<file path="config.mk">
export PLATFORM = sky130hd
export DESIGN_NAME = sawtooth_voice_with_release
export DESIGN_NICKNAME = d
export VERILOG_FILES = /design/src/rtl/sawv_pkg.sv /design/src/rtl/sawtooth_voice_with_release.sv
export SDC_FILE = /design/constraint.sdc
export NUM_CORES = 1
export LEC_CHECK = 0
export BUFFER_PORTS_ARGS = -buffer_cell sky130_fd_sc_hd__buf_4
export CAP_MARGIN = 10
export CORE_AREA = 2 2 179 181
export CTS_CLUSTER_DIAMETER = 100
export DETAILED_ROUTE_END_ITERATION = 8
export DIE_AREA = 0 0 181 183
export PLACE_DENSITY = 0.7
export SYNTH_ARGS = -nofsm -noshare
export SYNTH_HDL_FRONTEND = slang
export SYNTH_SLANG_ARGS = --single-unit
</file>
<file path="constraint.sdc">
create_clock -name clk -period 7.4 [get_ports clk]
set_clock_uncertainty 0.2 [all_clocks]
set_input_delay 2.22 -clock clk [delete_from_list [all_inputs] [get_ports clk]]
set_output_delay 2.22 -clock clk [all_outputs]
set_load 0.05 [all_outputs]
</file>
<file path="src/rtl/sawv_pkg.sv">
// ----------------------------------------------------------------------------
// sawv_pkg: shared constants for the sawtooth voice
// Phase resolution, arithmetic widths, action and register codes.
// ----------------------------------------------------------------------------
package sawv_pkg;

  // phase accumulator resolution, one cycle = 2^PHASE_BITS (12..32)
  localparam int PHASE_BITS = 24;

  // field widths
  localparam int ACTION_W = 2;
  localparam int STEP_IN_W = 23;
  localparam int STEP_IN_FRAC = 24;
  localparam int VEL_W = 7;
  localparam int SAMPLE_W = 16;
  localparam int CFG_W = 16;
  localparam int CFG_IDX_W = 1;

  // level gain is round(velocity * 9830 / 127), 9830 = 0.15 in Q0.16
  localparam int LEVEL_MAX = 9830;
  localparam int LEVEL_DIVISOR = 127;
  localparam int LEVEL_ROUND = 63;
  localparam int LEVEL_W = 14;

  // release gain Q1.16
  localparam int GAIN_W = 17;
  localparam int GAIN_FRAC = 16;
  localparam logic [GAIN_W-1:0] GAIN_ONE = GAIN_W'(1) << GAIN_FRAC;

  // serial multiplier: multiplicand holds |phase| * level, multiplier holds a gain
  localparam int MUL_A_W = PHASE_BITS + LEVEL_W;
  localparam int MUL_B_W = GAIN_W;
  localparam int MUL_P_W = MUL_A_W + MUL_B_W;
  // product scaling down to Q1.15
  localparam int OUT_SHIFT = PHASE_BITS + GAIN_W;
  localparam int RND_W = MUL_P_W - OUT_SHIFT + 1;

  // serial divider for the level gain
  localparam int DIV_W = 21;
  localparam int REM_W = 7;

  // step counter covers the longer of the two serial loops
  localparam int CNT_W = 5;

  // configuration defaults
  localparam logic [CFG_W-1:0] DECAY_RESET = 16'd64881;
  localparam logic [CFG_W-1:0] THRESH_RESET = 16'd328;

  // action codes
  localparam logic [ACTION_W-1:0] ACT_TICK = 2'd0;
  localparam logic [ACTION_W-1:0] ACT_NOTE_ON = 2'd1;
  localparam logic [ACTION_W-1:0] ACT_RELEASE = 2'd2;
  localparam logic [ACTION_W-1:0] ACT_NOTE_OFF = 2'd3;

  // register indexes
  localparam logic [CFG_IDX_W-1:0] REG_DECAY = 1'd0;
  localparam logic [CFG_IDX_W-1:0] REG_THRESH = 1'd1;

endpackage

</file>
<file path="src/rtl/sawtooth_voice_with_release.sv">
// ----------------------------------------------------------------------------
// sawtooth_voice_with_release: one sawtooth synthesizer voice with release
// Phase accumulator ramp scaled by velocity level and a decaying release gain.
// ----------------------------------------------------------------------------
// One item is handled at a time and every item gives one result. Note-off and
// release requests and ticks of a silent voice go straight to the result
// stage. A note-on runs the bit-serial divide by 127 that forms the level
// gain (21 steps). A tick of a sounding voice uses one shared bit-serial
// multiplier: it forms |phase| * level, then times the gain, and while the
// release tail runs it then forms the decayed release gain, 17 steps each.
// The output register lets the next item be taken while a result waits.
// After reset decay_factor is 64881 (0.99) and stop_threshold is 328
// (0.005), both Q0.16, and the voice is silent.

module sawtooth_voice_with_release (
  input  logic                                  clk,
  input  logic                                  rst,
  // configuration writes
  input  logic                                  cfg_en,
  input  logic [sawv_pkg::CFG_IDX_W-1:0]        cfg_index,
  input  logic [sawv_pkg::CFG_W-1:0]            cfg_data,
  // input items
  input  logic                                  in_valid,
  output logic                                  in_ready,
  input  logic [sawv_pkg::ACTION_W-1:0]         action,
  input  logic [sawv_pkg::STEP_IN_W-1:0]        phase_step,
  input  logic [sawv_pkg::VEL_W-1:0]            velocity,
  // result items
  output logic                                  out_valid,
  input  logic                                  out_ready,
  output logic signed [sawv_pkg::SAMPLE_W-1:0]  sample,
  output logic                                  voice_active
);

  localparam int PB = sawv_pkg::PHASE_BITS;
  localparam int AW = sawv_pkg::MUL_A_W;
  localparam int BW = sawv_pkg::MUL_B_W;
  localparam int PW = sawv_pkg::MUL_P_W;
  localparam int SH = sawv_pkg::OUT_SHIFT;
  localparam int RW = sawv_pkg::RND_W;
  localparam int GW = sawv_pkg::GAIN_W;
  localparam int GF = sawv_pkg::GAIN_FRAC;
  localparam int DW = sawv_pkg::DIV_W;
  localparam int MW = sawv_pkg::REM_W;
  localparam int SW = sawv_pkg::SAMPLE_W;
  localparam int CW = sawv_pkg::CNT_W;

  typedef enum logic [2:0] {
    S_IDLE,
    S_DIV,
    S_MUL_LEVEL,
    S_MUL_GAIN,
    S_DECAY,
    S_DONE
  } state_t;

  state_t state;

  // configuration registers
  logic [sawv_pkg::CFG_W-1:0] decay_factor;
  logic [sawv_pkg::CFG_W-1:0] stop_threshold;

  // voice state
  logic [PB-1:0]                 phase;
  logic [PB-1:0]                 step_store;
  logic [sawv_pkg::LEVEL_W-1:0]  level_gain;
  logic [GW-1:0]                 release_gain;
  logic                          active_flag;

  // work registers
  logic [AW-1:0]  mul_a;
  logic [PW-1:0]  mul_p;
  logic [CW-1:0]  cnt;
  logic [MW-1:0]  div_rem;
  logic [DW-1:0]  div_num;
  logic           neg;
  logic [SW-1:0]  res_sample;

  // input decode
  logic [PB+sawv_pkg::STEP_IN_FRAC-1:0] step_wide;
  logic [PB-1:0]                        step_scaled;
  logic [PB-1:0]                        mag;
  logic [DW-1:0]                        vel_scaled;

  // serial step results
  logic [AW:0]    mul_sum;
  logic [PW-1:0]  mul_p_next;
  logic           mul_last;
  logic [MW:0]    div_shift;
  logic           div_ge;
  logic [MW-1:0]  div_rem_next;
  logic [DW-1:0]  div_num_next;
  logic           div_last;
  logic [RW-1:0]  rnd;
  logic [SW-1:0]  rnd_ext;
  logic [GW-1:0]  gain_sel;
  logic [GW-1:0]  decayed;
  logic           out_free;

  assign in_ready = (state == S_IDLE);
  assign out_free = !out_valid || out_ready;

  // Q0.24 step to phase resolution: s * 2^PB / 2^24, truncated
  assign step_wide   = {1'b0, phase_step, PB'(0)};
  assign step_scaled = step_wide[PB+sawv_pkg::STEP_IN_FRAC-1:sawv_pkg::STEP_IN_FRAC];

  // ramp magnitude, the most negative phase gives 2^(PB-1)
  assign mag = phase[PB-1] ? (~phase + PB'(1)) : phase;

  // velocity * 9830 + 63, dividend of the level divide
  assign vel_scaled = DW'(velocity) * DW'(sawv_pkg::LEVEL_MAX) + DW'(sawv_pkg::LEVEL_ROUND);

  // shift-add multiplier step, one multiplier bit per cycle
  assign mul_sum    = {1'b0, mul_p[PW-1:BW]} + (mul_p[0] ? {1'b0, mul_a} : (AW+1)'(0));
  assign mul_p_next = {mul_sum, mul_p[BW-1:1]};
  assign mul_last   = (cnt == CW'(BW - 1));

  // restoring divide step by 127, one quotient bit per cycle
  assign div_shift    = {div_rem, div_num[DW-1]};
  assign div_ge       = (div_shift >= (MW+1)'(sawv_pkg::LEVEL_DIVISOR));
  assign div_rem_next = div_ge ? MW'(div_shift - (MW+1)'(sawv_pkg::LEVEL_DIVISOR))
                               : div_shift[MW-1:0];
  assign div_num_next = {div_num[DW-2:0], div_ge};
  assign div_last     = (cnt == CW'(DW - 1));

  // scale to Q1.15, round half away from zero on the magnitude; the product
  // bound keeps the magnitude well inside 15 bits, so no clipping is needed
  assign rnd     = {1'b0, mul_p_next[PW-1:SH]} + RW'(mul_p_next[SH-1]);
  assign rnd_ext = SW'(rnd);

  // sustain gain is unity, release uses the running tail
  assign gain_sel = (release_gain != '0) ? release_gain : sawv_pkg::GAIN_ONE;

  // floor(release_gain * decay_factor / 2^16)
  assign decayed = mul_p_next[GF+GW-1:GF];

  // sequencer, voice state and result registers
  always_ff @(posedge clk) begin
    if (rst) begin
      state          <= S_IDLE;
      decay_factor   <= sawv_pkg::DECAY_RESET;
      stop_threshold <= sawv_pkg::THRESH_RESET;
      phase          <= '0;
      step_store     <= '0;
      level_gain     <= '0;
      release_gain   <= '0;
      active_flag    <= 1'b0;
      out_valid      <= 1'b0;
      cnt            <= '0;
    end else begin
      // configuration writes
      if (cfg_en) begin
        unique case (cfg_index)
          sawv_pkg::REG_DECAY:  decay_factor   <= cfg_data;
          sawv_pkg::REG_THRESH: stop_threshold <= cfg_data;
          default: ;
        endcase
      end

      // result handoff, unless the next result is loaded in its place
      if (out_valid && out_ready && state != S_DONE) begin
        out_valid <= 1'b0;
      end

      unique case (state)
        S_IDLE: begin
          if (in_valid) begin
            res_sample <= '0;
            cnt        <= '0;
            unique case (action)
              sawv_pkg::ACT_NOTE_ON: begin
                phase        <= '0;
                release_gain <= '0;
                step_store   <= step_scaled;
                active_flag  <= (step_scaled != '0);
                div_rem      <= '0;
                div_num      <= vel_scaled;
                state        <= S_DIV;
              end
              sawv_pkg::ACT_RELEASE: begin
                if (active_flag && release_gain == '0) begin
                  release_gain <= sawv_pkg::GAIN_ONE;
                end
                state <= S_DONE;
              end
              sawv_pkg::ACT_NOTE_OFF: begin
                active_flag  <= 1'b0;
                step_store   <= '0;
                release_gain <= '0;
                state        <= S_DONE;
              end
              default: begin
                if (active_flag) begin
                  neg   <= phase[PB-1];
                  mul_a <= AW'(mag);
                  mul_p <= PW'(level_gain);
                  phase <= phase + step_store;
                  state <= S_MUL_LEVEL;
                end else begin
                  state <= S_DONE;
                end
              end
            endcase
          end
        end

        S_DIV: begin
          div_rem <= div_rem_next;
          div_num <= div_num_next;
          cnt     <= cnt + CW'(1);
          if (div_last) begin
            level_gain <= div_num_next[sawv_pkg::LEVEL_W-1:0];
            state      <= S_DONE;
          end
        end

        S_MUL_LEVEL: begin
          if (mul_last) begin
            mul_a <= mul_p_next[AW-1:0];
            mul_p <= PW'(gain_sel);
            cnt   <= '0;
            state <= S_MUL_GAIN;
          end else begin
            mul_p <= mul_p_next;
            cnt   <= cnt + CW'(1);
          end
        end

        S_MUL_GAIN: begin
          if (mul_last) begin
            res_sample <= neg ? (~rnd_ext + SW'(1)) : rnd_ext;
            cnt        <= '0;
            if (release_gain != '0) begin
              mul_a <= AW'(release_gain);
              mul_p <= PW'(decay_factor);
              state <= S_DECAY;
            end else begin
              state <= S_DONE;
            end
          end else begin
            mul_p <= mul_p_next;
            cnt   <= cnt + CW'(1);
          end
        end

        S_DECAY: begin
          mul_p <= mul_p_next;
          cnt   <= cnt + CW'(1);
          if (mul_last) begin
            if (decayed <= GW'(stop_threshold)) begin
              active_flag  <= 1'b0;
              step_store   <= '0;
              release_gain <= '0;
            end else begin
              release_gain <= decayed;
            end
            state <= S_DONE;
          end
        end

        S_DONE: begin
          if (out_free) begin
            out_valid    <= 1'b1;
            sample       <= res_sample;
            voice_active <= active_flag;
            state        <= S_IDLE;
          end
        end

        default: state <= S_IDLE;
      endcase
    end
  end

  // a silent voice never carries a release tail
  a_silent_no_tail: assert property (@(posedge clk) disable iff (rst)
    !active_flag |-> release_gain == '0)
    else $error("release gain held by a silent voice");

  // a sounding voice always has a nonzero step
  a_active_step: assert property (@(posedge clk) disable iff (rst)
    active_flag |-> step_store != '0)
    else $error("sounding voice with zero phase step");

  // the sequencer is busy in the cycle after every transfer
  a_busy_after_in: assert property (@(posedge clk) disable iff (rst)
    in_valid && in_ready |=> !in_ready)
    else $error("input taken twice in a row");

  // a result is only loaded into a free output register
  a_out_load: assert property (@(posedge clk) disable iff (rst)
    state == S_DONE && !out_free |=> state == S_DONE)
    else $error("result loaded over a pending output");

endmodule
</file>
; ---- Yosys cells after proc, flatten, opt, wreduce, memory -nomap -nowiden
; Cells that the tools add are included.
[totals]
output_inout_bits = 19
ram_bits = 0
inputBits = 54
mem_bits_ro = 0
latch_bits = 0
mem_count = 0
elab_cells = 158
ff_bits = 276
[op_classes]
bitwise = 6
muxes = 62
n_div = 0
reduce_logical = 35
add_sub_neg = 8
n_eq_ne = 26
magnitude_cmp = 2
n_mul = 1
shifts = 0
[op_table]
columns = operator, n
row1 = 55-bit 2-to-1 mux, 6
row2 = 38-bit 2-to-1 mux, 7
row3 = 55-bit one-hot mux with 4 select lines, 1
row4 = 24-bit one-hot mux with 2 select lines, 3
row5 = 24-bit 2-to-1 mux, 5
row6 = 38-bit one-hot mux with 3 select lines, 1
row7 = 17-bit 2-to-1 mux, 5
row8 = 17-bit one-hot mux with 2 select lines, 2
row9 = 16-bit 2-to-1 mux, 3
row10 = 21-bit 2-to-1 mux, 2
row11 = 21-bit one-hot mux with 2 select lines, 1
row12 = 38-bit by 38-bit adder with 39-bit output, 1
row13 = 16-bit one-hot mux with 2 select lines, 1
row14 = 24-bit by 1-bit adder with 24-bit output (second input constant), 1
row15 = 24-bit adder, 1
row16 = 24-bit inverter, 1
row17 = 24-bit nonzero test, 1
row18 = 21-bit by 6-bit adder with 21-bit output (second input constant), 1
row19 = 3-bit 2-to-1 mux, 7
row20 = 7-bit 2-to-1 mux, 3
row21 = 7-bit by 13-bit multiplier with 20-bit output (second input constant), 1
row22 = 2-bit != test (second input constant), 9
row23 = 3-bit one-hot mux with 6 select lines, 1
row24 = 17-bit by 16-bit less-or-equal comparator with 1-bit output, 1
row25 = 40 further kinds, 75

; ---- Depth between registers and ports, before layout
[depth]
ltp_word = 8
depth_mapped = 25
ltp_nobuf = 23

; ---- Worst setup path before layout
; OpenSTA, ideal clock, no wires.
[synth_path]
path_kind = input port to flip-flop
start = input velocity[5] (netlist bit)
end = register div_num[20], data pin
required_ns = 6.929
setup_slack_ns = 0.704
path_buffers = 1
stages = 20
arrival_ns = 6.226
setup_time_ns = 0.271
cell_sequence = inv_1 > ha_1 > fa_1 > fa_1 > inv_1 > fa_1 > ha_1 > clkbuf_1 > o21ai_0 > a21boi_0 > o21ai_0 > a21boi_0 > o21ai_0 > a21o_1 > nand3b_1 > xor2_1 > nand3_1 > nor4_1 > xor2_1 > a21oi_1
[synth_between]
elab_chain_len = 5
[synth_rtl]
columns = item, line
row1 = start: declaration, sawtooth_voice_with_release.sv:27  ; input logic [sawv_pkg::VEL_W-1:0] velocity,
row2 = 7-bit by 13-bit multiplier with 20-bit output, sawtooth_voice_with_release.sv:111  ; assign vel_scaled = DW'(velocity) * DW'(sawv_pkg::LEVEL_MAX) + DW'(sawv_pkg::LEVEL_ROUND);
row3 = 21-bit by 6-bit adder with 21-bit output, sawtooth_voice_with_release.sv:111
row4 = 21-bit 2-to-1 mux, sawtooth_voice_with_release.sv:170  ; unique case (action)
row5 = 21-bit 2-to-1 mux, sawtooth_voice_with_release.sv:167  ; if (in_valid) begin
row6 = 21-bit one-hot mux with 2 select lines, sawtooth_voice_with_release.sv:165  ; unique case (state)
row7 = end signal: assignment, sawtooth_voice_with_release.sv:177  ; div_num <= vel_scaled;
row8 = end signal: assignment, sawtooth_voice_with_release.sv:209  ; div_num <= div_num_next;
row9 = end: declaration, sawtooth_voice_with_release.sv:75  ; logic [DW-1:0] div_num;
; No other way between the ends. The select of a mux whose other input is x is not followed.
; A chain may end at the register's enable or synchronous reset.

; ---- Worst setup path in the final report
[layout_path]
start = input velocity[4] (netlist bit)
end = register div_num[19], data pin
; The elaborated chain is that of the path after synthesis.

==> summary.md <==
| Metric | Value |
|---|---|
| Die Y-Extent | `183 um` |
| Most common cell in the netlist | `nand2_1` |
| Vias per cell | `5.89` |
| TritonRoute pass-1 iters | `6` |
| GR Overflow Total | `0` |
| Setup Buffers After CTS | `0` |
| Peak supply drop | `207 uV` |
| Vias | `13549` |
| Max-Cap Viols | `0` |
| Syn_area_per_cell | `9.25 um^2` |
| Global-route wire length before repair | `65200 um` |
| Crit. End Element | `flop` |
| Area grow syn2layout | `10.8%` |
| Crit path launch type | `input pin` |
| CTS tree | `done` |
| Die X-Extent | `181 um` |
| Slew HR | `18.4%` |
| WP data required | `7510 ps` |
| Fin area | `18800 um^2` |
| Hold Crit Class | `reg2reg` |
| WL per Instance | `17.2 um` |
| Share of the synthesized area in the top cell type | `27.4%` |
| Final setup fails | `0` |
| Clock Latency Late Sink | `560 ps` |
| Post-DP Area | `17900 um^2` |
| Post_cts resized | `0` |
| Unique masters post-synth | `79` |
| Fmax | `150 MHz` |
| I/O pins | `73` |
| Synth area leaders | `edfxtp_1 (27%), dfxtp_1 (14%), ha_1 (9.1%), a21oi_1 (4.9%), nand2_1 (4.5%)` |
| Critical path peak fanout | `4` |
| Initial antenna violation count | `0` |
| Antenna diode count | `0` |
| Post-synthesis register bit count | `275` |
| Synth Net Count | `2024` |
| Lkg Pwr | `7.59 nW` |
| Hold Violations, Final | `0` |
| H-tree levels | `1` |
| Worst Max-Slew Pin Slew | `1220 ps` |
| Clock Pin Slew Worst Setup and Hold Paths | `60 ps` |
| Largest net degree at the start of global routing | `92` |
| IO Port Bufs | `72` |
| Number of global-route vias before repair | `13020` |
| Initial Utilization | `54.4%` |
| FP Rows | `65` |
| Die area | `33100 um^2` |
| Number of buffers created by CTS | `30` |
| CTS max path bufs | `3` |
| Count of flip-flops with a built-in enable after synthesis | `155` |
| Remaining antenna violation count | `0` |
| Commonest cells in the netlist | `nand2_1 (202), nor2_1 (176), a21oi_1 (167)` |
| Total GRT Usage | `23.9%` |
| Hold slack | `219 ps` |
| Post-synth top area cell | `edfxtp_1` |
| # DRC | `0` |
| Total power | `5.27 mW` |
| Cells after Synth | `1837` |
| CORE AREA | `31200 um^2` |
| Ratio of cells with drive above 1 in the final layout | `9.05%` |
| Most used flip-flop cell after synthesis | `edfxtp_1` |
| Critical Path AT | `6800 ps` |
| CTS Hold Buffers Added | `0` |
| Mapped cell area | `17000 um^2` |
| DRT Wirelength | `39500 um` |
| RSZ-0062 raised after global routing | `false` |
| PwrDens | `280 nW/um^2` |
| Routability cong. | `0.882` |
| Final Cycle Share | `90.4%` |
| Seq/Total Area, Yosys | `41.5%` |
| Setup TNS | `0 ps` |
| Synth warnings | `0` |
| # clock sinks | `275` |
| DRT iter0 DRCs | `982` |
| Kind of critical path | `in2reg` |
| Hpwl dp | `29100 um` |
| Clk Tree Root Cell | `clkbuf_16` |
| Tmin final | `6690 ps` |
| Outcome | `finished clean` |
| Layout net count | `2063` |
| Ys async rst share | `0%` |
| Slew Limit Fails | `0` |
-- where the power goes --
part	internal [mW]	switching, mW	total, mW
Sequential	1.83	0.0808	1.91
Clock	0.830	0.602	1.43
Combinational	0.737	1.19	1.92
Total	3.40	1.87	5.27
-- routing by layer --
| layer | track usage, % | part of all wire (%) | up-vias |
|---|---|---|---|
| li1 | - | - | 6722 |
| met1 | 33.1 | 47 | 6410 |
| met2 | 40.0 | 46 | 342 |
| met3 | 2.42 | 4.7 | 75 |
| met4 | 6.70 | 2.5 | 0 |
| met5 | 0 | 0 | - |
-- cell usage in the layout (no fill, tap or decap), types with 8 or more instances in the layout --
cell type,count
and3_1,16
nand3_1,26
or3_1,36
nand2b_1,17
nor4_1,16
o22ai_1,10
or2_2,9
a21oi_1,164
nand3b_1,20
buf_4,86
a31oi_1,9
fa_1,10
inv_1,85
clkbuf_16,33
ha_1,123
edfxtp_1,155
dfxtp_1,120
a22o_1,29
nor2b_1,12
o21a_1,21
mux2i_1,24
a21o_1,29
nor3_1,35
clkbuf_1,12
nor2_1,175
xor2_1,52
o21ai_0,59
a22oi_1,15
nand4_1,15
o21bai_1,12
and2_1,52
a222oi_1,16
xnor2_1,80
a211oi_1,8
nand2_1,202
-- layout make-up --
| type | instances | area [um^2] |
|---|---|---|
| inverter | 85 | 319 |
| fill | 2717 | 12400 |
| clock inverter | 9 | 46.3 |
| timing repair buffer | 86 | 646 |
| multi-input combinational | 1398 | 9350 |
| tap | 402 | 503 |
| sequential | 275 | 7060 |
| clock buffer | 47 | 898 |
-- cell families (layout without fill, tap and decap cells) --
logic type | after synthesis | in the layout | synth area share (%)
AOI/OAI and AO/OA | 440 | 440 | 17.0
and+or+nand+nor | 667 | 667 | 19.2
buffers and inverters | 164 | 227 | 3.65
xor gates and xnor gates | 132 | 132 | 6.81
DFF | 275 | 275 | 41.5
muxes | 26 | 26 | 1.55
adders and majority gates | 133 | 133 | 10.2
-- path summary, 6_finish.rpt --
check / start / end / slack, ps / depth (start not counted)
max: velocity[4] / div_num[19] / 710 / 22
min: res_sample[12] / sample[12] / 220 / 0
min reg2reg: res_sample[12] / sample[12] / 220 / 0
max reg2reg: mul_p[0] / res_sample[14] / 990 / 22
-- worst max-delay path, stage by stage --
cell      delay [ps]
buf_4            120
ha_1             300
ha_1             290
ha_1             350
inv_1             80
fa_1             510
inv_1             50
ha_1             320
and3b_1          200
o21a_1           190
o21ai_0          130
a21boi_0          90
o21ai_0          180
a21boi_0         130
o21ai_0          340
nor3b_1          230
a21oi_1           70
o22ai_1          220
nand3_1          160
nor3_1           240
xnor2_1          100
mux2_2           270
-- state kept, by name (all words and copies together) (netlist names), 16 cells and up --
signal,cells
decay_factor,16
div_num,21
mul_a,38
mul_p,55
phase,24
release_gain,17
res_sample,16
sample,16
step_store,23
stop_threshold,16
-- stage by stage --
step                setup WS [ps]  instances  util [%]
global route                  146       2302      60.3
finish                        711       2302      60.3
floorplan                     704       1837         -
CTS                           727       2302      60.3
global placement              281       2246      57.2
detailed placement            136       2246      57.2
Power figures use the tool's default switching activity.
